`src/direct_mapped_cache_controller_macros.svh`:
```
// ---------------------------------------------------------------------------
// Assertion macros for the cache controller.
// Each one checks a property at every rising clk edge and is held off while
// rst_n is low.
// ---------------------------------------------------------------------------
`ifndef DIRECT_MAPPED_CACHE_CONTROLLER_MACROS_SVH
`define DIRECT_MAPPED_CACHE_CONTROLLER_MACROS_SVH

// The consequent must hold in the same cycle as the antecedent.
`define DMC_ASSERT_SAME(lbl, ante, cons, msg) \
    lbl: assert property (@(posedge clk) disable iff (!rst_n) (ante) |-> (cons)) \
        else $error(msg);

// The consequent must hold in the cycle after the antecedent.
`define DMC_ASSERT_NEXT(lbl, ante, cons, msg) \
    lbl: assert property (@(posedge clk) disable iff (!rst_n) (ante) |=> (cons)) \
        else $error(msg);

`endif

```
`src/dmc_pkg.sv`:
```
// ---------------------------------------------------------------------------
// dmc_pkg
// Sizes, state codes, stream layouts and the command and status bundles
// shared by the cache controller modules.
// ---------------------------------------------------------------------------
package dmc_pkg;

    localparam int LINE_COUNT   = 16;
    localparam int ADDRESS_BITS = 32;
    localparam int DATA_BITS    = 32;
    localparam int IDX_BITS     = $clog2(LINE_COUNT);
    localparam int TAG_BITS     = ADDRESS_BITS - IDX_BITS;

    // Fixed widths of the fields on the stream ports.
    localparam int FIELD_W = 32;
    localparam int STATE_W = 2;

    localparam int S_FIELDS_W = 3 + 3 * FIELD_W;
    localparam int M_FIELDS_W = 6 + 3 * FIELD_W + STATE_W;
    localparam int S_TDATA_W  = ((S_FIELDS_W + 7) / 8) * 8;
    localparam int M_TDATA_W  = ((M_FIELDS_W + 7) / 8) * 8;

    // Controller state code as it appears on the result stream.
    localparam logic [STATE_W-1:0] CODE_IDLE       = 2'd0;
    localparam logic [STATE_W-1:0] CODE_COMPARE    = 2'd1;
    localparam logic [STATE_W-1:0] CODE_WRITE_BACK = 2'd2;
    localparam logic [STATE_W-1:0] CODE_ALLOCATE   = 2'd3;

    typedef enum logic [3:0] {
        ST_IDLE       = 4'b0001,
        ST_COMPARE    = 4'b0010,
        ST_WRITE_BACK = 4'b0100,
        ST_ALLOCATE   = 4'b1000
    } state_t;

    typedef struct packed {
        logic                request_valid;
        logic                request_is_write;
        logic [FIELD_W-1:0]  request_address;
        logic [FIELD_W-1:0]  request_write_data;
        logic                memory_ready;
        logic [FIELD_W-1:0]  memory_read_data;
    } in_item_t;

    typedef struct packed {
        logic                cpu_ready;
        logic [FIELD_W-1:0]  cpu_read_data;
        logic                cpu_stall;
        logic                memory_read_strobe;
        logic                memory_write_strobe;
        logic [FIELD_W-1:0]  memory_address;
        logic [FIELD_W-1:0]  memory_write_data;
        logic                line_valid_seen;
        logic                line_dirty_seen;
        logic [STATE_W-1:0]  controller_state;
    } out_item_t;

    // Controller to datapath. The update commands only fire on an accepted beat.
    typedef struct packed {
        logic [STATE_W-1:0] state_code;
        logic               latch_req;
        logic               commit_write;
        logic               serve_read;
        logic               clear_dirty;
        logic               fill_line;
        logic               show_line;
        logic               ready;
        logic               stall;
        logic               rd_strobe;
        logic               wr_strobe;
    } dmc_cmd_t;

    // Datapath to controller.
    typedef struct packed {
        logic req_valid;
        logic held_is_write;
        logic mem_ready;
        logic hit;
        logic victim_dirty;
    } dmc_status_t;

endpackage

```
`src/dmc_ctrl.sv`:
```
// ---------------------------------------------------------------------------
// dmc_ctrl
// Four-state controller: idle, compare tag, write back and allocate. It
// advances by one state step per accepted beat.
// ---------------------------------------------------------------------------
`include "direct_mapped_cache_controller_macros.svh"

module dmc_ctrl (
    input  logic                 clk,
    input  logic                 rst_n,
    input  logic                 step,
    input  dmc_pkg::dmc_status_t sts,
    output dmc_pkg::dmc_cmd_t    cmd
);
    import dmc_pkg::*;

    state_t state_reg;
    state_t state_next;

    always_comb
    begin
        cmd        = '0;
        state_next = state_reg;
        unique case (state_reg)
            ST_IDLE:
            begin
                cmd.state_code = CODE_IDLE;
                if (sts.req_valid)
                begin
                    cmd.latch_req = step;
                    cmd.stall     = 1'b1;
                    state_next    = ST_COMPARE;
                end
            end
            ST_COMPARE:
            begin
                cmd.state_code = CODE_COMPARE;
                cmd.show_line  = 1'b1;
                if (sts.hit)
                begin
                    cmd.ready        = 1'b1;
                    cmd.commit_write = step && sts.held_is_write;
                    cmd.serve_read   = !sts.held_is_write;
                    state_next       = ST_IDLE;
                end
                else
                begin
                    cmd.stall  = 1'b1;
                    state_next = sts.victim_dirty ? ST_WRITE_BACK : ST_ALLOCATE;
                end
            end
            ST_WRITE_BACK:
            begin
                cmd.state_code = CODE_WRITE_BACK;
                cmd.wr_strobe  = 1'b1;
                cmd.stall      = 1'b1;
                if (sts.mem_ready)
                begin
                    cmd.clear_dirty = step;
                    state_next      = ST_ALLOCATE;
                end
            end
            ST_ALLOCATE:
            begin
                cmd.state_code = CODE_ALLOCATE;
                cmd.rd_strobe  = 1'b1;
                cmd.stall      = 1'b1;
                if (sts.mem_ready)
                begin
                    cmd.fill_line = step;
                    state_next    = ST_COMPARE;
                end
            end
            default:
            begin
                state_next = ST_IDLE;
            end
        endcase
    end

    always_ff @(posedge clk or negedge rst_n)
    begin
        if (!rst_n)
        begin
            state_reg <= ST_IDLE;
        end
        else if (step)
        begin
            state_reg <= state_next;
        end
    end

    `DMC_ASSERT_NEXT(a_hold_without_beat, !step, $stable(state_reg),
                     "state moved without a beat")
    `DMC_ASSERT_NEXT(a_fill_to_compare, cmd.fill_line, state_reg == ST_COMPARE,
                     "fill did not return to compare")
    `DMC_ASSERT_NEXT(a_hit_to_idle, step && cmd.ready, state_reg == ST_IDLE,
                     "hit did not return to idle")

endmodule

```
`src/dmc_datapath.sv`:
```
// ---------------------------------------------------------------------------
// dmc_datapath
// Request holding registers, the line store (valid, dirty, tag and data) and
// the result fields for the current beat.
// ---------------------------------------------------------------------------
`include "direct_mapped_cache_controller_macros.svh"

module dmc_datapath (
    input  logic                 clk,
    input  logic                 rst_n,
    input  dmc_pkg::in_item_t    in_item,
    input  dmc_pkg::dmc_cmd_t    cmd,
    output dmc_pkg::dmc_status_t sts,
    output dmc_pkg::out_item_t   result
);
    import dmc_pkg::*;

    logic [ADDRESS_BITS-1:0] held_addr_reg;
    logic [DATA_BITS-1:0]    held_wdata_reg;
    logic                    held_is_write_reg;

    logic [LINE_COUNT-1:0]   line_valid_reg;
    logic [LINE_COUNT-1:0]   line_dirty_reg;
    logic [TAG_BITS-1:0]     line_tag_reg  [LINE_COUNT];
    logic [DATA_BITS-1:0]    line_data_reg [LINE_COUNT];

    logic [IDX_BITS-1:0]     idx;
    logic [TAG_BITS-1:0]     held_tag;
    logic                    sel_valid;
    logic                    sel_dirty;
    logic [TAG_BITS-1:0]     sel_tag;
    logic [DATA_BITS-1:0]    sel_data;
    logic                    hit;
    logic [ADDRESS_BITS-1:0] victim_addr;

    assign idx         = held_addr_reg[IDX_BITS-1:0];
    assign held_tag    = held_addr_reg[ADDRESS_BITS-1:IDX_BITS];
    assign sel_valid   = line_valid_reg[idx];
    assign sel_dirty   = line_dirty_reg[idx];
    assign sel_tag     = line_tag_reg[idx];
    assign sel_data    = line_data_reg[idx];
    assign hit         = sel_valid && (sel_tag == held_tag);
    // The old block goes back to its own address, built from its stored tag.
    assign victim_addr = {sel_tag, idx};

    always_comb
    begin
        sts.req_valid     = in_item.request_valid;
        sts.held_is_write = held_is_write_reg;
        sts.mem_ready     = in_item.memory_ready;
        sts.hit           = hit;
        sts.victim_dirty  = sel_valid && sel_dirty;
    end

    always_comb
    begin
        result.cpu_ready           = cmd.ready;
        result.cpu_read_data       = cmd.serve_read ? FIELD_W'(sel_data) : '0;
        result.cpu_stall           = cmd.stall;
        result.memory_read_strobe  = cmd.rd_strobe;
        result.memory_write_strobe = cmd.wr_strobe;
        if (cmd.wr_strobe)
        begin
            result.memory_address = FIELD_W'(victim_addr);
        end
        else if (cmd.rd_strobe)
        begin
            result.memory_address = FIELD_W'(held_addr_reg);
        end
        else
        begin
            result.memory_address = '0;
        end
        result.memory_write_data = cmd.wr_strobe ? FIELD_W'(sel_data) : '0;
        result.line_valid_seen   = cmd.show_line && sel_valid;
        result.line_dirty_seen   = cmd.show_line && (sel_dirty || (hit && held_is_write_reg));
        result.controller_state  = cmd.state_code;
    end

    always_ff @(posedge clk or negedge rst_n)
    begin
        if (!rst_n)
        begin
            held_addr_reg     <= '0;
            held_wdata_reg    <= '0;
            held_is_write_reg <= 1'b0;
        end
        else if (cmd.latch_req)
        begin
            held_addr_reg     <= in_item.request_address[ADDRESS_BITS-1:0];
            held_wdata_reg    <= in_item.request_write_data[DATA_BITS-1:0];
            held_is_write_reg <= in_item.request_is_write;
        end
    end

    always_ff @(posedge clk or negedge rst_n)
    begin
        if (!rst_n)
        begin
            line_valid_reg <= '0;
            line_dirty_reg <= '0;
        end
        else
        begin
            if (cmd.fill_line)
            begin
                line_valid_reg[idx] <= 1'b1;
                line_dirty_reg[idx] <= 1'b0;
            end
            else if (cmd.clear_dirty)
            begin
                line_dirty_reg[idx] <= 1'b0;
            end
            else if (cmd.commit_write)
            begin
                line_dirty_reg[idx] <= 1'b1;
            end
        end
    end

    always_ff @(posedge clk)
    begin
        if (cmd.fill_line)
        begin
            line_tag_reg[idx]  <= held_tag;
            line_data_reg[idx] <= in_item.memory_read_data[DATA_BITS-1:0];
        end
        else if (cmd.commit_write)
        begin
            line_data_reg[idx] <= held_wdata_reg;
        end
    end

    `DMC_ASSERT_NEXT(a_fill_then_hit, cmd.fill_line, sts.hit, "filled line does not hit")

endmodule

```
`src/direct_mapped_cache_controller.sv`:
```
// The controller takes one beat per clock: every input beat is one tick of its
// four-state machine and yields exactly one result beat, which appears in the
// output register the cycle after the input beat is taken. Input is accepted
// whenever the output register is empty or is being drained in that cycle, so
// with the result side always ready the block runs at one beat per cycle; a
// miss spans several beats (compare, optional write back, allocate, compare
// again) and waits on memory_ready in write back and allocate. The line store
// holds sixteen one-word lines whose valid and dirty bits clear at reset; no
// clearing pass is needed.
// ---------------------------------------------------------------------------
// direct_mapped_cache_controller
// Direct-mapped write-back write-allocate cache controller with stream ports.
// ---------------------------------------------------------------------------
`include "direct_mapped_cache_controller_macros.svh"

module direct_mapped_cache_controller (
    input  logic                            clk,
    input  logic                            rst_n,
    input  logic                            s_tvalid,
    output logic                            s_tready,
    // request_valid, request_is_write, request_address[32], request_write_data[32],
    // memory_ready, memory_read_data[32], unused pad bits
    input  logic [dmc_pkg::S_TDATA_W-1:0]   s_tdata,
    output logic                            m_tvalid,
    input  logic                            m_tready,
    // cpu_ready, cpu_read_data[32], cpu_stall, memory_read_strobe,
    // memory_write_strobe, memory_address[32], memory_write_data[32],
    // line_valid_seen, line_dirty_seen, controller_state[2]
    output logic [dmc_pkg::M_TDATA_W-1:0]   m_tdata
);
    import dmc_pkg::*;

    logic                 step;
    in_item_t             in_item;
    out_item_t            result;
    dmc_cmd_t             cmd;
    dmc_status_t          sts;

    logic                 m_valid_reg;
    logic [M_TDATA_W-1:0] m_data_reg;
    logic [M_TDATA_W-1:0] m_data_next;

    assign s_tready = !m_valid_reg || m_tready;
    assign step     = s_tvalid && s_tready;
    assign m_tvalid = m_valid_reg;
    assign m_tdata  = m_data_reg;

    always_comb
    begin
        in_item.request_valid      = s_tdata[0];
        in_item.request_is_write   = s_tdata[1];
        in_item.request_address    = s_tdata[FIELD_W+1:2];
        in_item.request_write_data = s_tdata[2*FIELD_W+1:FIELD_W+2];
        in_item.memory_ready       = s_tdata[2*FIELD_W+2];
        in_item.memory_read_data   = s_tdata[3*FIELD_W+2:2*FIELD_W+3];
    end

    assign m_data_next = M_TDATA_W'({result.controller_state,
                                     result.line_dirty_seen,
                                     result.line_valid_seen,
                                     result.memory_write_data,
                                     result.memory_address,
                                     result.memory_write_strobe,
                                     result.memory_read_strobe,
                                     result.cpu_stall,
                                     result.cpu_read_data,
                                     result.cpu_ready});

    dmc_ctrl u_ctrl (
        .clk   (clk),
        .rst_n (rst_n),
        .step  (step),
        .sts   (sts),
        .cmd   (cmd)
    );

    dmc_datapath u_datapath (
        .clk     (clk),
        .rst_n   (rst_n),
        .in_item (in_item),
        .cmd     (cmd),
        .sts     (sts),
        .result  (result)
    );

    always_ff @(posedge clk or negedge rst_n)
    begin
        if (!rst_n)
        begin
            m_valid_reg <= 1'b0;
        end
        else if (step)
        begin
            m_valid_reg <= 1'b1;
        end
        else if (m_tready)
        begin
            m_valid_reg <= 1'b0;
        end
    end

    always_ff @(posedge clk)
    begin
        if (step)
        begin
            m_data_reg <= m_data_next;
        end
    end

    `DMC_ASSERT_NEXT(a_beat_gives_result, step, m_valid_reg, "accepted beat left no result")

endmodule
```
`config.mk`:
```
export PLATFORM = sky130hd
export DESIGN_NAME = direct_mapped_cache_controller
export DESIGN_NICKNAME = d
export VERILOG_FILES = /design/src/dmc_pkg.sv /design/src/dmc_ctrl.sv /design/src/dmc_datapath.sv /design/src/direct_mapped_cache_controller.sv
export VERILOG_INCLUDE_DIRS = /design/src /design/src/src
export SDC_FILE = /design/constraint.sdc
export NUM_CORES = 1
export LEC_CHECK = 0
export BUFFER_PORTS_ARGS = -buffer_cell sky130_fd_sc_hd__buf_4
export CAP_MARGIN = 30
export CORE_UTILIZATION = 29
export DETAILED_ROUTE_END_ITERATION = 10
export MAX_ROUTING_LAYER = met4
export PLACE_DENSITY_LB_ADDON = 0.15
export REMOVE_ABC_BUFFERS = 1
export SLEW_MARGIN = 0
export SYNTH_ARGS = -nofsm -noshare
export SYNTH_HDL_FRONTEND = slang
export SYNTH_SLANG_ARGS = --single-unit
```
`constraint.sdc`:
```
create_clock -name clk -period 7.2 [get_ports clk]
set_input_delay 0.72 -clock clk [delete_from_list [all_inputs] [get_ports clk]]
set_output_delay 0.72 -clock clk [all_outputs]
set_load 0.02 [all_outputs]
```
======== Word-level counts from Yosys, hierarchy flattened ========
Memory sizes are Yosys's and may differ from the RTL's.
Cells that the tools add are included.
word-level totals
  register bits ........................... 206
  RAM bits ................................ 960
  input port bits ......................... 108
  output and inout port bits .............. 106
  word-level logic and storage cells ...... 84
  memories ................................ 2
memories
  memory                    depth  width  read ports  clocked after memory_dff  write ports  line                RTL
  u_datapath.line_data_reg  16     32     1           0                         1            dmc_datapath.sv:25  logic [DATA_BITS-1:0] line_data_reg [LINE_COUNT];
  u_datapath.line_tag_reg   16     28     1           0                         1            dmc_datapath.sv:24  logic [TAG_BITS-1:0] line_tag_reg [LINE_COUNT];
operators by class
  magnitude comparators ................... 2
  eq/ne operators ......................... 8
  muxes and demuxes ....................... 40
  bitwise operators ....................... 5
  reductions and logical operators ........ 16
operators with widths
  kind                  number
  $mux W32              3
  $mux W16              3
  $or A16 B16 Y16       2
  $eq A28 B28 Y1        1
  $mux W1               20
  $mux W4               5
  $and A16 B16 Y16      1
  $not A16 Y16          1
  $pmux W4 S4           1
  $bmux W1 S4           2
  $logic_and A1 B1 Y1   8
  $mux W2               3
  $ne A2 B2 Y1 const B  3
  $pmux W2 S3           1
  $lt A4 B5 Y1 const B  1
  $demux W1 S4          1
  $eq A4 B1 Y1 const B  1
  $eq A4 B2 Y1 const B  1
  $eq A4 B3 Y1 const B  1
  $eq A4 B4 Y1 const B  1
  $ge A4 B1 Y1 const B  1
  $reduce_and A4 Y1     1
  $pmux W1 S3           1
  $reduce_bool A3 Y1    1
  other kinds (5)       7

======== Longest topological paths before layout ========
Gate-level depths: netlist (run 1).
  depth after elaboration ................. 10
  mapped depth ............................ 14
  mapped depth without buffers ............ 9

======== Hierarchy ========
Synthesis (run 1) repeated with hierarchy kept, for this count alone.
second synthesis, totals
  cell total of the unflattened synthesis .. 2,301
  area total of the unflattened synthesis .. 46,454.6 µm²
by module, submodules not included
  module                          times used  cells each  area an instance (µm²)  sequential area each (µm²)
  dmc_datapath                    1           2,146       42,856.1                31,255.0
  direct_mapped_cache_controller  1           108         3,176.8                 3,148.0
  dmc_ctrl                        1           47          421.7                   101.3

======== Worst setup path after synthesis (run 1) ========
No wires, ideal clock.
  kind .................................... input-to-reg
  from .................................... input m_tready
  to ...................................... memory u_datapath.line_tag_reg[0][0] (netlist bit) (enable)
  setup time .............................. 486 ps
  data arrival time ....................... 7,747 ps
  required time ........................... 6,714 ps
  slack ................................... -1,033 ps
  cell stages on the path ................. 5
  path buffers ............................ 1
  path through ............................ nand2b_1 and2_1 clkbuf_1 nand3_1 nor4_1
on the way
  word-level cells in the longest chain between the ends .. 6
ends and longest elaborated chain
  element                        line                                  RTL
  start: declaration             direct_mapped_cache_controller.sv:25  input logic m_tready,
  $logic_or A1 B1 Y1             direct_mapped_cache_controller.sv:43  assign s_tready = !m_valid_reg || m_tready;
  $logic_and A1 B1 Y1            direct_mapped_cache_controller.sv:44  assign step = s_tvalid && s_tready;
  named net step                 direct_mapped_cache_controller.sv:33  logic step;
  $mux W1                        dmc_ctrl.sv:68                        if (sts.mem_ready)
  $mux W1                        dmc_ctrl.sv:24                        unique case (state_reg)
  $mux W1                        dmc_datapath.sv:123                   if (cmd.fill_line)
  $mux W1 (not written as such)  dmc_datapath.sv:125                   line_tag_reg[idx] <= held_tag;
  end: declaration               dmc_datapath.sv:24
The timed path passes the listed nets, and every way through them passes these cells.

======== Final worst setup path (run 1) ========
  from .................................... register u_datapath.held_addr_reg[1]
  to ...................................... memory u_datapath.line_data_reg[3][4] (enable)
on the way
  word-level cells in the longest chain between the ends .. 9
  elaborated cells between the ends (all ways) .. 11
  those cells by class .................... eq/ne (1); mux (7); bitwise (1); reduce/logical (1); memory (1)
ends and longest elaborated chain
  element                                                line                                    RTL
  start: declaration                                     dmc_datapath.sv:18                      logic [ADDRESS_BITS-1:0] held_addr_reg;
  start signal: assignment                               dmc_datapath.sv:90                      held_addr_reg <= in_item.request_address[ADDRESS_BITS-1:0];
  $mem_v2 Z16 W28 / $bmux W1 S4 (equally long branches)  n/a
  $eq A28 B28 Y1 / $mux W1 (equally long branches)       dmc_datapath.sv:42, dmc_datapath.sv:38
  $logic_and A1 B1 Y1                                    dmc_datapath.sv:42                      assign hit = sel_valid && (sel_tag == held_tag);
  $mux W2                                                dmc_ctrl.sv:39                          if (sts.hit)
  $mux W2                                                dmc_ctrl.sv:24
  $mux W1                                                dmc_datapath.sv:128                     else if (cmd.commit_write)
  $mux W1                                                dmc_datapath.sv:123
  $mux W1 (not written as such)                          dmc_datapath.sv:130                     line_data_reg[idx] <= held_wdata_reg;
  $or A1 B1 Y1 (no source line)                          n/a
  end: declaration                                       dmc_datapath.sv:25
Parallel ways exist; a longest one is shown, timed or not. The select of a mux whose other input is x is not followed.

==> results of run 1 <==
## power breakdown
group | internal, mW | switching [mW]
Sequential | 8.10 | 0.744
Combinational | 2.39 | 2.78
Clock | 4.09 | 2.82
Total | 14.6 | 6.34
## critical path, delay by kind of cell, from the launching register on
family | cells | cell delay, ps
AOI/OAI and AO/OA | 2 | 800
buffers and inverters | 4 | 1390
DFF | 1 | 880
muxes | 2 | 1080
and+or+nand+nor | 4 | 1150
## metal layers
layer	vias up	track usage, %
li1	9772	-
met1	12365	20.2
met2	568	27.5
met3	168	2.63
met4	0	3.91
met5	-	-
## cells in the final DEF (no fill, tap or decap), types with 18 or more instances in the layout
cell       count
clkbuf_1      28
a21oi_1       24
buf_12        18
o21ai_0       19
buf_4        271
and2_1        70
mux4_2       272
edfxtp_1    1064
clkinv_1      20
nor2_1        43
dfrtp_1       97
mux2_2       105
a22o_1        18
mux2i_1       65
clkinv_2      30
clkbuf_16    139
nand2_1       64
## cell type report
cell class,count,area (um^2),share of cell area [%]
flip-flops and latches,1166,34500,62.5
multi-input cells,907,11000,19.9
clock buffers,175,3690,6.69
well taps,2058,2570,4.67
repair buffers,296,2550,4.63
clock inverters,80,818,1.48
inverters,19,73.8,0.134
diodes,1,2.50,0.00453
## through the flow
step	cell area (um^2)	setup WS, ps	hold WS (ps)	setup TNS (ps)
6_report	55200	1460	160	0
5_1_grt	55200	1120	139	0
3_5_place_dp	50600	1240	447	0
3_3_place_gp	50500	1240	447	0
2_1_floorplan	45400	-6040	424	-7778820
4_1_cts	55100	1170	100	0
## logic make-up (layout without fill, tap and decap cells)
| family | count (synthesis) | after routing |
|---|---|---|
| other cells | 0 | 1 |
| buf+inv | 137 | 570 |
| simple gates | 266 | 266 |
| mux | 443 | 443 |
| xor+xnor | 22 | 22 |
| flops | 1166 | 1166 |
| compound gates | 176 | 176 |
## final timing paths
kind,startpoint,endpoint,depth (start not counted)
max,u_datapath.held_addr_reg[1],u_datapath.line_data_reg[3][4],12
min,s_tvalid,m_tvalid,2
max reg2reg,u_datapath.held_addr_reg[1],u_datapath.line_data_reg[3][4],12
min reg2reg,u_datapath.line_valid_reg[15],u_datapath.line_valid_reg[15],1
max in group asynchronous,rst_n,u_datapath.line_valid_reg[4],3
min in group asynchronous,rst_n,u_datapath.held_addr_reg[22],2
==> impl_metrics.tcl, run 1 <==
set metrics [dict create \
    top_layer_used "met4" \
    grt_pass1_wl_um 181000 \
    drive_above_1_share_pct 35.6 \
    end_kind "flip-flop" \
    synth_edf_count 1064 \
    ff2ff_setup_slack_ps 1460 \
    leakage_nw 18.4 \
    wl_met2_um 64600 \
    drv_cap 0 \
    vdd.ir_drop.worst_uv 304 \
    synth_top_family_by_area "multiplexers" \
    yosysSeqAreaShare_pct 75.0 \
    maxSlewHeadroom_pct 33.9 \
    min_period_ps 5740 \
    required_ps 7660 \
    crit_chain "buf_4, mux4_2, mux4_2, nand2b_1, o211ai_1, nor4_1, nand3_1, buf_4, nor3_4, buf_12, o21a_2, buf_12" \
    first_global_vias 24833 \
    wire_per_inst_um 26.7 \
    max_freq_mhz 174 \
    finish.net_count 2635 \
    drc 0 \
    p_total_mw 20.9 \
    die_h_um 400 \
    async_reset_ff_share_pct 8.75 \
    critical_path_class "reg2reg" \
    synth_fa_ha_area_share_pct 0 \
    cp_slowest_stage_delay_ps 880 \
    clk_latency_ps 770 \
    final_core_util_pct 35.2 \
    cts_made_buffers 137 \
    startpoint_type "flip-flop" \
    hold_class "in2reg" \
    grt.overflow.total 0 \
    yosys-top-cells-count "edfxtp_1, mux4_2, mux2_2, dfrtp_1, and2_1" \
    yosysWarnings 0 \
    areaGrowthSynthToFinish_pct 20.0 \
    core_area_um2 157000 \
    cts-root-buf "clkbuf_16" \
    num_rows 145 \
    critPathMaxFanout 64 \
    antenna_found_initial 2 \
    cts_resized 0 \
    p_per_area_nw_per_um2 379 \
    die_w_um 400 \
    fillers 14540 \
    synthMuxAreaShare_pct 17.3 \
    fin_crit_sh_pct 79.8 \
    hold_viol 0 \
    wl_met1_um 53300 \
    place_congestion 0.796 \
    synth.distinct_cells 62 \
    worstMarginPinSlew_ps 991 \
    ctsHtreeMaxLevel 4 \
    grt_max_degree 138 \
    vias 22873 \
    cts_sinks 1166 \
    largest_reg_flops 512 \
    final_cell_count_no_fill 4702 \
    wl_met3_um 5400 \
    synth-xor-area-share_pct 0.419 \
    ys_ff_latch 1166 \
    synth_area_leaders "edfxtp_1, mux4_2, dfrtp_1, mux2_2, mux2i_1" \
    yosysTopAreaCell "edfxtp_1" \
    drt_wl_total_um 126000 \
    synth_area_um2 46000 \
    dp.cells 4443 \
    hold_buffers 1 \
    status "complete, no violations" \
    worstPathArrival_ps 6200 \
    cts_tree "done" \
    cts.clk_slew.worst_paths_ps 60 \
    post_synth_and_or_nand_nor_area_fraction_pct 2.98 \
    syn_inst 2210 \
    synth_compound_area_share_pct 2.83 \
    rsz0062_at_grt "no" \
    drtIter0Drc 1428 \
    die_area_um2 160000 \
    hpwl_um 70900 \
    drtAntennaViolNets 0 \
    start_util_pct 29.3 \
    synth.most_common_cell "edfxtp_1" \
    dr.pass1.iters 5 \
    drv_slew 0 \
    port_buffers 208 \
    cp_slowest_cell "dfrtp_4" \
    finalClockSkew_ps 23.4 \
    viasPerCell 4.86 \
    ios 214 \
    postSynthAreaPerCell_um2 20.8 \
    postCtsSetupBuffers 0 \
    yosys_most_used_dff "edfxtp_1" \
    synth_top_area_share_pct 69.5 \
    finalSetupViolations 0 \
    grt_usage_pct 16.2 \
    ctsLongestPathBuffers 3 \
]
(Power assumes the default switching activity.)
==> run 2, diff against run 1 <==
clock period = 6.02 ns   (was 7.2 ns; I/O delays follow)
==> run 2 against run 1 <==
Compared with the run above:
- first-iteration DRC count grew 11%
- total power grew 19%
- maximum frequency grew 6.1%
- sequential share of layout area grew 0.064 points
- sequential cell count is the same
- routed wire length is essentially flat
- via count shrank 0.12%
- global-route usage is essentially flat
- worst setup slack lost 850 ps
- sequential power grew 19%
- die area is the same
==> impl_metrics.tcl, run 2 (same netlist as run 1, synthesis figures left out) <==
set metrics [dict create \
    status "complete, no violations" \
    worstMarginPinSlew_ps 1150 \
    wire_per_inst_um 26.7 \
    crit_path_frequent_cell "buf_4" \
    dp_slack_ps 439 \
    grt_pass1_wl_um 180000 \
    fillers 14539 \
    drv_cap 0 \
    design_area_um2 55100 \
    critPathBufInv 5 \
    largest_reg_flops 512 \
    leakage_nw 18.3 \
    hold_path_end "u_datapath.held_addr_reg[24]" \
    required_ps 6450 \
    ctsLongestPathBuffers 3 \
    vias 22846 \
    reg2reg_from "u_datapath.held_addr_reg[1]" \
    maxSlewHeadroom_pct 23.5 \
    ff2ff_setup_slack_ps 600 \
    power_switching_mw 7.53 \
    drt_wl_total_um 126000 \
    place_congestion 0.808 \
    reg2reg_to "u_datapath.line_data_reg[6][30]" \
    dp.cells 4449 \
    end_kind "flip-flop" \
    cts-root-buf "clkbuf_16" \
    first_global_vias 24492 \
    num_rows 145 \
    grt.overflow.total 0 \
    fin_crit_sh_pct 90.0 \
    p_int_mw 17.3 \
    hold_viol 0 \
    grt_max_degree 138 \
    viasPerCell 4.85 \
    dpl_cell_area_um2 50700 \
    cts.clk_slew.worst_paths_ps 60 \
    critPathTopFamily "buffers and inverters" \
    drtIter0Drc 1578 \
    areaGrowthSynthToFinish_pct 19.9 \
    die_w_um 400 \
    critPathMaxFanout 33 \
    min_period_ps 5420 \
    p_seq_share_pct 42.3 \
    p_per_area_nw_per_um2 451 \
    ios 214 \
    dr.pass1.iters 8 \
    worstPathArrival_ps 5840 \
    ctsHtreeMaxLevel 4 \
    drive_above_1_share_pct 35.2 \
    final_core_util_pct 35.1 \
    cts_tree "done" \
    die_h_um 400 \
    hold-path-cell-count 2 \
    swShare_pct 30.3 \
    max_freq_mhz 185 \
    finalClockSkew_ps 24.0 \
    clkPwrFrac_pct 32.7 \
    combPwrFrac_pct 25.0 \
    vdd.ir_drop.worst_uv 362 \
    min_from "s_tdata[26]" \
    port_buffers 208 \
    reg2reg_depth 14 \
    cp_slowest_stage_delay_ps 820 \
    startpoint_type "flip-flop" \
    drc 0 \
    drtAntennaViolNets 0 \
    setup_slack_ps 604 \
    finish.net_count 2641 \
    layout_common_cells "edfxtp_1, buf_4, mux4_2" \
    cts_sinks 1166 \
    final_cell_count_no_fill 4706 \
    hpwl_um 70200 \
    critical_path_class "reg2reg" \
    clk_latency_ps 760 \
    cts_made_buffers 137 \
    start_util_pct 29.3 \
    cp_slowest_cell "dfrtp_4" \
    rsz0062_at_grt "no" \
    whs_ps 74.6 \
    core_area_um2 157000 \
    final_common_cell "edfxtp_1" \
    drv_slew 0 \
    hold_class "in2reg" \
    antenna_found_initial 3 \
    grt_usage_pct 16.2 \
    die_area_um2 160000 \
    crit_chain "buf_4, nor2b_1, a22oi_1, a211oi_1, a211oi_1, a2111o_1, nor4_1, buf_4, nand3_1, buf_4, nor3_4, buf_12, buf_12, mux2_1" \
    finalSetupViolations 0 \
]
## run 2: how the worst max path moves through the flow
stage                                       end  depth (start not counted)                        start  slack, ps
5_1_grt        u_datapath.line_data_reg[14][30]                         14  u_datapath.held_addr_reg[1]        130
4_1_cts         u_datapath.line_data_reg[5][30]                         14  u_datapath.held_addr_reg[1]        410
3_3_place_gp    u_datapath.line_data_reg[3][30]                         14  u_datapath.held_addr_reg[1]        370
6_report        u_datapath.line_data_reg[6][30]                         14  u_datapath.held_addr_reg[1]        600
3_5_place_dp   u_datapath.line_data_reg[10][30]                         14  u_datapath.held_addr_reg[1]        440
2_1_floorplan   u_datapath.line_data_reg[10][0]                          9  u_datapath.held_addr_reg[0]      -7220
## run 2: power groups by stage
stage | combinational (mW) | sequential (mW) | clock [mW]
after floorplan | 4.35 | 11.0 | 0
after global placement | 6.31 | 10.6 | 0
after detailed placement | 6.36 | 10.7 | 0
after CTS | 6.38 | 10.5 | 8.38
after global routing | 6.69 | 10.6 | 8.68
final | 6.21 | 10.5 | 8.14
## run 2: metal layers
metal	global-route usage [%]	wire, um	vias up
met4	4.19	2470	0
met2	26.7	63200	617
met3	2.79	5720	166
met5	-	0	-
li1	-	-	9789
met1	20.7	54300	12274
## run 2: cell type report
cell class              count  area, um^2  area share (%)
flip-flops and latches   1166       34500            62.6
multi-input cells         907       11000            19.9
clock buffers             170        3690            6.69
repair buffers            302        2590            4.69
well taps                2058        2570            4.67
clock inverters            82         729            1.32
inverters                  19        73.8           0.134
diodes                      2        5.00         0.00908
## run 2: metrics by stage
stage / setup TNS, ps / power, mW
finish: 0 / 24.9
global route: 0 / 26.0
CTS: 0 / 25.3
detailed placement: 0 / 17.1
global placement: 0 / 16.9
floorplan: -9741990 / 15.3
## run 2: repair_timing
item | 4_1_cts | 5_1_grt
gates resized for setup | 0 | 0
hold buffers | 2 | 0
endpoints found under the hold margin | 50 | 0
buffers inserted | 0 | 0
